$ cat config.mk
export PLATFORM = sky130hd
export DESIGN_NAME = url_suffix_whitelist_match_unit
export DESIGN_NICKNAME = d
export VERILOG_FILES = /design/src/sv/usw_pkg.sv /design/src/sv/url_suffix_whitelist_match_unit.sv /design/src/sv/usw_match.sv
export SDC_FILE = /design/constraint.sdc
export NUM_CORES = 2
export LEC_CHECK = 0
export BUFFER_PORTS_ARGS = -buffer_cell sky130_fd_sc_hd__buf_2
export CAP_MARGIN = 20
export CORE_ASPECT_RATIO = 0.9
export CORE_UTILIZATION = 35
export DETAILED_ROUTE_END_ITERATION = 16
export MAX_ROUTING_LAYER = met4
export PLACE_DENSITY = 0.58
export SYNTH_ARGS = -nofsm -noshare
export SYNTH_HDL_FRONTEND = slang
export SYNTH_HIERARCHICAL = 1
export SYNTH_SLANG_ARGS = --single-unit
$ cat constraint.sdc
create_clock -name clock -period 2.65 [get_ports clock]
set_input_delay 0.265 -clock clock [delete_from_list [all_inputs] [get_ports clock]]
set_output_delay 0.265 -clock clock [all_outputs]
set_load 0.02 [all_outputs]
$ cat src/sv/usw_pkg.sv
// Package for the URL suffix whitelist match unit: constants, types and codes.
`timescale 1ns / 1ps
package usw_pkg;

   localparam int SUFFIX_SLOTS = 7;
   localparam int SUFFIX_BYTES = 8;
   localparam int MAX_GAP      = 100;

   localparam int CHAR_W   = 8;
   localparam int SLOT_W   = SUFFIX_BYTES * CHAR_W;
   // suffix length saturates at SUFFIX_BYTES + 1 (too long to match)
   localparam int SLEN_W   = $clog2(SUFFIX_BYTES + 2);
   localparam int GAP_W    = $clog2(MAX_GAP + 1);
   localparam int COUNT_W  = 3;
   localparam int CSR_IDX_W  = 3;
   localparam int CSR_DATA_W = 64;

   localparam logic [CHAR_W-1:0] CH_SLASH = 8'h2F;
   localparam logic [CHAR_W-1:0] CH_QUERY = 8'h3F;
   localparam logic [CHAR_W-1:0] CH_DOT   = 8'h2E;

   // configuration register indexes
   localparam logic [CSR_IDX_W-1:0] REG_SUFFIX_COUNT = 3'd0;
   localparam logic [CSR_IDX_W-1:0] REG_SUFFIX_FIRST = 3'd1;

   typedef enum logic [1:0] {
      MARK_NONE  = 2'd0,
      MARK_SLASH = 2'd1,
      MARK_DOT   = 2'd2
   } mark_kind_type;

   typedef logic [SLOT_W-1:0] slot_type;
   typedef slot_type [SUFFIX_SLOTS-1:0] slot_array_type;

   // what the compare stage needs from a finished URL
   typedef struct packed {
      logic              shape_ok;  // length, final mark and segment lengths all fine
      logic [SLOT_W-1:0] bytes;
      logic [SLEN_W-1:0] len;
   } url_snap_type;

endpackage

$ cat src/sv/url_suffix_whitelist_match_unit.sv
// Top level of the URL suffix whitelist match unit.
// Usage:
//  - req_ carries one URL byte per beat (tdata) with tlast on the final byte.
//  - rsp_ carries one verdict per URL, rsp_tdata[0] = 1 for rejected, 0 for accepted.
//  - csr_ writes the slot count (index 0) and suffix slots (indexes 1 to 7);
//    only write while no URL is in flight. csr_ready is always high.
// Pipeline and flow:
//  - One byte per cycle while req_tready is high. Per-URL state updates on each
//    accepted beat; on the last beat the finished suffix is snapshotted into a
//    compare stage, and the verdict then moves into the output register when
//    that register is empty or being taken, which raises rsp_tvalid.
//  - The compare stage and the output register form a two-deep pipe, so the
//    next URL keeps streaming while a verdict waits to be taken.
// Reset (synchronous, active high) clears URL state, pending verdicts, the
// slot count and all slots. If rsp_tready stays low, both verdict stages fill
// and req_tready drops until the output register drains.
`timescale 1ns / 1ps
module url_suffix_whitelist_match_unit (
   input  logic        clock,
   input  logic        reset,
   // req_tdata: [7:0] character
   input  logic        req_tvalid,
   output logic        req_tready,
   input  logic [7:0]  req_tdata,
   input  logic        req_tlast,
   // rsp_tdata: [0] rejected, [7:1] zero
   output logic        rsp_tvalid,
   input  logic        rsp_tready,
   output logic [7:0]  rsp_tdata,
   input  logic        csr_valid,
   output logic        csr_ready,
   input  logic [usw_pkg::CSR_IDX_W-1:0]  csr_index,
   input  logic [usw_pkg::CSR_DATA_W-1:0] csr_data
);
   import usw_pkg::*;

   // configuration
   logic [COUNT_W-1:0] count_ff;
   slot_array_type     slots_ff;

   // per-URL running state
   mark_kind_type      mark_ff, mark_in;
   logic [SLOT_W-1:0]  bytes_ff, bytes_in;
   logic [SLEN_W-1:0]  slen_ff, slen_in;
   logic               query_ff, query_in;
   logic [GAP_W-1:0]   gap_ff, gap_in;
   logic               trip_ff, trip_in;
   logic [1:0]         len_ff, len_in;

   // compare stage and output register
   logic               s1_valid_ff, s1_valid_in;
   url_snap_type       snap_ff, snap_in;
   logic               rsp_valid_ff, rsp_valid_in;
   logic               rejected_ff, rejected_in;

   logic               beat, last_beat, rsp_load, accept;
   logic [GAP_W-1:0]   gap_step;

   assign csr_ready  = 1'b1;
   assign rsp_load   = s1_valid_ff && (!rsp_valid_ff || rsp_tready);
   assign req_tready = !s1_valid_ff || rsp_load;
   assign beat       = req_tvalid && req_tready;
   assign last_beat  = beat && req_tlast;

   always_ff @(posedge clock) begin
      if (reset) begin
         count_ff <= '0;
         slots_ff <= '0;
      end else if (csr_valid && csr_ready) begin
         if (csr_index == REG_SUFFIX_COUNT) begin
            count_ff <= csr_data[COUNT_W-1:0];
         end else begin
            for (int k = 0; k < SUFFIX_SLOTS; k++) begin
               if (int'(csr_index) - int'(REG_SUFFIX_FIRST) == k) begin
                  slots_ff[k] <= csr_data[SLOT_W-1:0];
               end
            end
         end
      end
   end

   // saturating count of the current segment
   assign gap_step = (int'(gap_ff) < MAX_GAP) ? gap_ff + 1'b1 : gap_ff;

   always_comb begin
      mark_in  = mark_ff;
      bytes_in = bytes_ff;
      slen_in  = slen_ff;
      query_in = query_ff;
      gap_in   = gap_ff;
      trip_in  = trip_ff;
      len_in   = (len_ff < 2'd2) ? len_ff + 1'b1 : len_ff;

      if (req_tdata == CH_SLASH) begin
         mark_in = MARK_SLASH;
      end else if (req_tdata == CH_DOT) begin
         mark_in  = MARK_DOT;
         bytes_in = SLOT_W'(CH_DOT);
         slen_in  = SLEN_W'(1);
         query_in = 1'b0;
         gap_in   = GAP_W'(1);
         trip_in  = 1'b0;
      end else if (mark_ff == MARK_DOT) begin
         if (req_tdata == CH_QUERY) begin
            query_in = 1'b1;
            gap_in   = GAP_W'(1);
         end else begin
            gap_in  = gap_step;
            trip_in = trip_ff || (int'(gap_step) >= MAX_GAP);
            if (!query_ff && int'(slen_ff) <= SUFFIX_BYTES) begin
               for (int b = 0; b < SUFFIX_BYTES; b++) begin
                  if (b == int'(slen_ff)) begin
                     bytes_in[b*CHAR_W +: CHAR_W] = req_tdata;
                  end
               end
               slen_in = slen_ff + 1'b1;
            end
         end
      end

      snap_in.shape_ok = (len_in == 2'd2) && (mark_in == MARK_DOT) && !trip_in;
      snap_in.bytes    = bytes_in;
      snap_in.len      = slen_in;
   end

   always_ff @(posedge clock) begin
      if (reset || last_beat) begin
         mark_ff  <= MARK_NONE;
         bytes_ff <= '0;
         slen_ff  <= '0;
         query_ff <= 1'b0;
         gap_ff   <= '0;
         trip_ff  <= 1'b0;
         len_ff   <= '0;
      end else if (beat) begin
         mark_ff  <= mark_in;
         bytes_ff <= bytes_in;
         slen_ff  <= slen_in;
         query_ff <= query_in;
         gap_ff   <= gap_in;
         trip_ff  <= trip_in;
         len_ff   <= len_in;
      end
   end

   usw_match u_match (
      .snap       (snap_ff),
      .slots      (slots_ff),
      .slot_count (count_ff),
      .accept     (accept)
   );

   always_comb begin
      s1_valid_in  = last_beat ? 1'b1 : (rsp_load ? 1'b0 : s1_valid_ff);
      rsp_valid_in = rsp_load ? 1'b1 : (rsp_tready ? 1'b0 : rsp_valid_ff);
      rejected_in  = rsp_load ? !accept : rejected_ff;
   end

   always_ff @(posedge clock) begin
      if (reset) begin
         s1_valid_ff  <= 1'b0;
         rsp_valid_ff <= 1'b0;
      end else begin
         s1_valid_ff  <= s1_valid_in;
         rsp_valid_ff <= rsp_valid_in;
      end
   end

   always_ff @(posedge clock) begin
      if (last_beat) begin
         snap_ff <= snap_in;
      end
      rejected_ff <= rejected_in;
   end

   assign rsp_tvalid = rsp_valid_ff;
   assign rsp_tdata  = {7'd0, rejected_ff};

   a_last_fills_stage : assert property (@(posedge clock) disable iff (reset)
      last_beat |=> s1_valid_ff)
      else $error("last beat did not reach the compare stage");

   a_url_state_cleared : assert property (@(posedge clock) disable iff (reset)
      last_beat |=> (len_ff == 2'd0) && (mark_ff == MARK_NONE) && (slen_ff == '0))
      else $error("URL state not cleared after last beat");

   a_slen_bound : assert property (@(posedge clock) disable iff (reset)
      int'(slen_ff) <= SUFFIX_BYTES + 1)
      else $error("suffix length past saturation");

   a_slen_needs_mark : assert property (@(posedge clock) disable iff (reset)
      (slen_ff != '0) |-> (mark_ff != MARK_NONE))
      else $error("suffix captured without a mark");

endmodule

$ cat src/sv/usw_match.sv
// Parallel compare of a captured suffix against all configured slots.
`timescale 1ns / 1ps
module usw_match (
   input  usw_pkg::url_snap_type   snap,
   input  usw_pkg::slot_array_type slots,
   input  logic [usw_pkg::COUNT_W-1:0] slot_count,
   output logic                    accept
);
   import usw_pkg::*;

   logic [SUFFIX_SLOTS-1:0] hit;
   logic                    len_ok;

   assign len_ok = (snap.len != '0) && (int'(snap.len) <= SUFFIX_BYTES);

   always_comb begin
      logic bad;
      for (int k = 0; k < SUFFIX_SLOTS; k++) begin
         bad = 1'b0;
         for (int b = 0; b < SUFFIX_BYTES; b++) begin
            // captured lanes past the length are zero, so the slot's byte just
            // after the suffix must be padding
            if (b < int'(snap.len)) begin
               if (slots[k][b*CHAR_W +: CHAR_W] != snap.bytes[b*CHAR_W +: CHAR_W]) begin
                  bad = 1'b1;
               end
            end else if (b == int'(snap.len)) begin
               if (slots[k][b*CHAR_W +: CHAR_W] != '0) begin
                  bad = 1'b1;
               end
            end
         end
         hit[k] = (k < int'(slot_count)) && len_ok && !bad;
      end
   end

   assign accept = snap.shape_ok && (|hit);

endmodule
-- Word level (Yosys, flattened, before mapping)
Cells that the tools add are included.
- bitwise gates (word level): 2
- multiplexer cells: 260
- equality and inequality tests: 82
- order comparisons: 20
- $add $sub $neg: 4
- reduce and logical (&&, ||, !) cells: 114
- operators by type and width (kind ; number):
    != test 8 bit ; 56
    nonzero test 8 bit ; 56
    2-to-1 mux 64 bit ; 5
    2-to-1 mux 1 bit ; 235
    2-to-1 mux 8 bit ; 8
    == test 4 bit, first input constant ; 8
    zero test 32 bit ; 1
    2-to-1 mux 7 bit ; 4
    == test 8 x 6 -> 1 bit, second input constant ; 3
    AND reduction 3 bit ; 8
    logical AND 1 bit ; 22
    2-to-1 mux 4 bit ; 5
    == test 3 x 4 -> 1 bit, first input constant ; 4
    < comparator 3 x 4 -> 1 bit, first input constant ; 4
    == test 4 bit, second input constant ; 3
    zero test 1 bit ; 12
    < comparator 3 bit, first input constant ; 3
    == test 2 x 4 -> 1 bit, first input constant ; 2
    == test 4 x 3 -> 1 bit, second input constant ; 2
    <= comparator 4 bit, second input constant ; 2
    zero test 4 bit ; 2
    < comparator 1 x 4 -> 1 bit, first input constant ; 2
    < comparator 2 x 4 -> 1 bit, first input constant ; 2
    nonzero test 2 bit ; 4
    other kinds (19) ; 29
- word-level logic and storage cells: 503
- output and inout port bits: 11
- bits in registers: 604

-- Logic depth before layout (Yosys ltp)
- word-level depth: 30
- depth in mapped cells: 11
- mapped depth without buffers: 9

-- Modules after synthesis
Netlist, hierarchy kept.
- by module, submodules not included (module ; area each (um^2) ; instances ; cells an instance):
    url_suffix_whitelist_match_unit ; 22188.8 ; 1 ; 2616
    usw_match ; 6815.3 ; 1 ; 934

-- Worst setup path after synthesis
No wires, ideal clock.
- path kind: flip-flop to flip-flop
- from: reg rsp_valid_ff (netlist: rsp_tvalid)
- to: reg slen_ff[2]
- required time: 2.520 ns
- slack: -0.181 ns
- clock period less this slack: 2.831 ns
- buffers on the path: 3
- library setup time: 0.130 ns
- data arrival time: 2.701 ns
- stages on the path, launching flop included: 10
- cell sequence: dfxtp_1 nand3b_1 and2_1 clkbuf_1 nand2_1 inv_2 or2_1 clkbuf_1 buf_1 nor3b_1
- longest elaborated chain between the ends: 7
- RTL lines (what ; RTL line ; source):
    start: declaration ; url_suffix_whitelist_match_unit.sv:53 ; logic rsp_valid_ff, rsp_valid_in;
    start signal: assignment ; url_suffix_whitelist_match_unit.sv:165 ; rsp_valid_ff <= rsp_valid_in;
    zero test 1 bit ; url_suffix_whitelist_match_unit.sv:60 ; assign rsp_load = s1_valid_ff && (!rsp_valid_ff || rsp_tready);
    logical OR 1 bit ; url_suffix_whitelist_match_unit.sv:60 ;
    logical AND 1 bit ; url_suffix_whitelist_match_unit.sv:60 ;
    logical OR 1 bit ; url_suffix_whitelist_match_unit.sv:61 ; assign req_tready = !s1_valid_ff || rsp_load;
    net req_tready ; url_suffix_whitelist_match_unit.sv:23 ; output logic req_tready,
    logical AND 1 bit ; url_suffix_whitelist_match_unit.sv:62 ; assign beat = req_tvalid && req_tready;
    logical AND 1 bit ; url_suffix_whitelist_match_unit.sv:63 ; assign last_beat = beat && req_tlast;
    net last_beat ; url_suffix_whitelist_match_unit.sv:56 ; logic beat, last_beat, rsp_load, accept;
    logical OR 1 bit ; url_suffix_whitelist_match_unit.sv:127 ; if (reset || last_beat) begin
    end signal: assignment ; url_suffix_whitelist_match_unit.sv:138 ; slen_ff <= slen_in;
    end: declaration ; url_suffix_whitelist_match_unit.sv:44 ; logic [SLEN_W-1:0] slen_ff, slen_in;
The timed path passes the listed nets, and every way through them passes these cells.
A chain may end at the register's enable or synchronous reset.

-- Worst setup path after layout
- from: reg snap_ff[1] (netlist name)
- to: reg rejected_ff, data pin
- longest elaborated chain between the ends: 29
- elaborated cells between the ends (all ways): 253
- RTL lines (what ; RTL line ; source):
    start: declaration ; url_suffix_whitelist_match_unit.sv:52 ; url_snap_type snap_ff, snap_in;
    start signal: assignment ; url_suffix_whitelist_match_unit.sv:171 ; snap_ff <= snap_in;
    parallel branches: the longest is 26 deep, another holds < comparator 1 x 4 -> 1 bit ; n/a ;
    OR reduction 7 bit (*) ; usw_match.sv:37 ; assign accept = snap.shape_ok && (|hit);
    logical AND 1 bit (*) ; usw_match.sv:37 ;
    net accept ; url_suffix_whitelist_match_unit.sv:56 ;
    zero test 1 bit (*) ; url_suffix_whitelist_match_unit.sv:156 ; rejected_in = rsp_load ? !accept : rejected_ff;
    end signal: assignment ; url_suffix_whitelist_match_unit.sv:173 ; rejected_ff <= rejected_in;
    end: declaration ; url_suffix_whitelist_match_unit.sv:54 ; logic rejected_ff, rejected_in;
Mark *: on every way through the listed nets, which the timed path passes.

==> results.tsv <==
stage	metric	value	unit
placed_design	dp_slack	-0.4080	ns
cells_and_area	drive_gt1_share	13.96	%
synthesis	synthFlopType	dfxtp_1	
clocking	clkTransAtPathRegs	0.07	ns
synthesis	ys_types	78	
clocking	insertion_delay	0.63	ns
setup_path	crit_path_top_delay_cell	nor4_2	
sta	finalCritPeriodShare	100.4	%
synthesis	ys_seq_elements	604	
clocking	cts_tree	yes	
sta	finalSetupTns	-0.01020	ns
cells_and_area	most-common-layout-cells	nand2_1 (973), a21oi_1 (537), dfxtp_1 (534)	
setup_path	reg2reg_slack	-0.01	ns
drt	via_per_inst	5.326	
pwr	cellLeakagePower	12.80	nW
synthesis	ys_async_sr_fraction	0	%
sta	finClkSkew	0.04281	ns
setup_path	worst-path-max-fanout	7	
grt	first_global_vias	24380	
setup_path	path_common_cell	buf_6	
pwr	peakVddDrop	339.5	µV
outcome	status	finished with violations	
drt	via_count	25950	
synthesis	netlist_area	29000	µm²
pwr	pwr-share-comb	8.6	%
synthesis	synth_edf_count	70	
drt	drt-total-wl	98080	µm
setup_path	crit_path_end_kind	register	
floorplan	num_rows	99	
floorplan	io_pins	92	
setup_path	max_stage_delay	0.49	ns
synthesis	avgSynthCellArea	8.170	µm²
setup_path	worstPathArrival	3.05	ns
pwr	switchingPower	5.235	mW
clocking	cts_root_buffer	clkbuf_16	
floorplan	die_w	305.4	µm
grt	grt_pass1_wl	149900	µm
clocking	cts_buffers	67	
floorplan	coreArea	81510	µm²
sta	drv_slew	0	
pwr	sw_frac_of_total	25.33	%
pwr	p_int	15.43	mW
floorplan	dieHeight	275.1	µm
sta	hold_ws	0.02372	ns
cells_and_area	syn_to_final_growth	20.33	%
pwr	p_per_area	592.2	nW/µm²
cells_and_area	nNetsFinal	3846	
pwr	seqPwrFrac	46.6	%
floorplan	start_util	35.59	%
grt	overflow	0	
setup_path	cp-start-kind	register	
sta	fin_crit	2.660	ns
grt	antenna_found_initial	2	
sta	worst_slew_pin_slew	0.9127	ns
sta	hold_violations	0	
sta	max_freq	375.9	MHz
outcome	violations	negative setup slack	
setup_path	required	3.04	ns
drt	ant_nets	0	
floorplan	dieArea	84030	µm²
grt	grt_max_degree	182	
sta	setup_viol	1	
cells_and_area	layout.cells.most_common	nand2_1	
synthesis	seq_area_frac_synth	44.11	%
drt	drc	0	
setup_path	worstPathCellList	buf_6 -> nand4bb_4 -> buf_6 -> a21oi_1 -> nor4_2 -> nand4_1 -> nor4_4 -> a21oi_2 -> a31oi_1 -> o31a_1 -> inv_1	
synthesis	syn_inst	3550	
synthesis	ys.warnings.count	6	
pwr	pwr-share-clk	44.8	%
cells_and_area	finalInstanceArea	34900	µm²
sta	rsz0062_at_grt	yes	
placed_design	port_buffers	83	
drt	dr.pass1.iters	5	
hold_path	min_path_type	input port to register	
grt	grt_usage	23.60	%
clocking	cts.sinks	604	
placed_design	gp_congestion	0.9186	
cells_and_area	nFillCells	8059	
sta	max-slew-margin-rel	39.15	%
synthesis	yosys.area.top_type_share	36.86	%
placed_design	post-dp-hpwl	68660	µm
sta	setup_ws	-0.01020	ns
synthesis	synth_area_leader_cell	dfxtp_1	
clocking	htreeDepth	3	
synthesis	synthTopCellsByArea	dfxtp_1 (37%), nand2_1 (13%), a21oi_1 (9.4%)	
clocking	ctsLongestPathBuffers	3	
placed_design	placed_area	31780	µm²
drt	wl_per_cell	20.14	µm
drt	drtIter0Drc	2429	
setup_path	crit_type	register to register	
job	maxCapViolCount	0	
[stage by stage]
stage               cells  power [mW]  util [%]
floorplan            3556       10.70         -
global placement     4682       11.47     38.99
detailed placement   4682       11.48     38.99
CTS                  4868       20.78     42.54
global route         4871       21.32     42.82
finish               4871       20.67     42.82
[timing repair]
action	CTS	global route
endpoints found under the setup margin	1	1
setup buffers	3	2
gates resized for setup	21	42
hold buffers	63	0
pin swaps	0	17
hold endpoints to repair	394	0
[critical path, delay by kind of cell, from the launching register on]
family,cells,cell delay (ns)
AND/OR/NAND/NOR,4,1.14
flip-flops,1,0.44
AO/OA/AOI/OAI,4,0.46
buffers and inverters,3,0.39
[cells by family after synthesis]
| group | share of synthesized area [%] |
|---|---|
| and+or+nand+nor | 21.98 |
| other | 0.02589 |
| DFF | 44.11 |
| xor gates and xnor gates | 13.59 |
| buffers and inverters | 4.387 |
| muxes | 1.346 |
| AOI/OAI and AO/OA | 14.30 |
| adders and majority gates | 0.2588 |
[path summary, 6_finish.rpt]
kind / from / cells past startpoint / end
hold / removal: csr_data[43] / 3 / slots_ff[363]
setup reg to reg: snap_ff[1] / 11 / rejected_ff
hold reg to reg: bytes_ff[61] / 2 / bytes_ff[61]
setup / recovery: snap_ff[1] / 11 / rejected_ff
[sequential cells by signal, indices dropped and copies added, names as in the netlist]
signal and flops:
slots_ff 448, snap_ff 69, bytes_ff 64, gap_ff 7
slen_ff 4, count_ff 3, len_ff 2, mark_ff 2
query_ff 1, rejected_ff 1, rsp_tvalid 1, s1_valid_ff 1
trip_ff 1
[Yosys cell counts, types with 3 or more instances]
master / count
a31oi_1: 27
or3_1: 3
nand2b_1: 9
xnor2_1: 151
buf_2: 60
nand2_1: 976
nor3_2: 5
clkbuf_1: 183
nor2b_1: 4
or2_2: 9
edfxtp_1: 70
buf_6: 5
a21oi_1: 545
dfxtp_1: 534
a32o_1: 34
clkbuf_2: 3
o221a_2: 6
o211ai_1: 4
nor4_1: 182
o31ai_1: 5
nor2_1: 102
nor3_1: 29
inv_1: 12
o21ai_0: 29
a21boi_0: 3
nand3b_1: 4
and3_1: 8
mux2i_1: 39
nor4_2: 3
nand4bb_1: 3
and2_1: 6
buf_4: 21
nand4_1: 50
o211a_1: 11
or4_1: 6
xor2_1: 299
a22o_1: 12
ha_1: 6
a21bo_2: 3
a211oi_1: 12
nand3_1: 24
o21ai_1: 8
[layout make-up]
| class | instances | area (µm²) | share of cell area, % |
|---|---|---|---|
| Sequential cell | 604 | 12790 | 36.65 |
| Antenna cell | 1 | 2.502 | 0.007170 |
| Timing Repair Buffer | 408 | 3253 | 9.321 |
| Tap cell | 1060 | 1326 | 3.800 |
| Multi-Input combinational cell | 2665 | 15360 | 44.00 |
| Inverter | 13 | 51.30 | 0.1470 |
| Clock inverter | 21 | 197.7 | 0.5665 |
| Clock buffer | 99 | 1919 | 5.500 |
[power groups by stage]
stage / Sequential, mW / Clock (mW) / Combinational, mW
detailed placement: 9.82 / 0 / 1.65
global route: 9.64 / 9.76 / 1.92
floorplan: 9.73 / 0 / 0.963
CTS: 9.62 / 9.41 / 1.75
finish: 9.62 / 9.26 / 1.78
global placement: 9.82 / 0 / 1.65
[per-layer routing]
layer  vias up  routed length (µm)  share of wire (%)  track usage [%]
met5         -                   0                  0                -
li1      12540                   -                  -                -
met1     12510               46080                 47            32.40
met3       147                6395                6.5            4.175
met2       751               42660                 43            34.88
met4         0                2946                3.0            7.696
(Power assumes the default switching activity.)
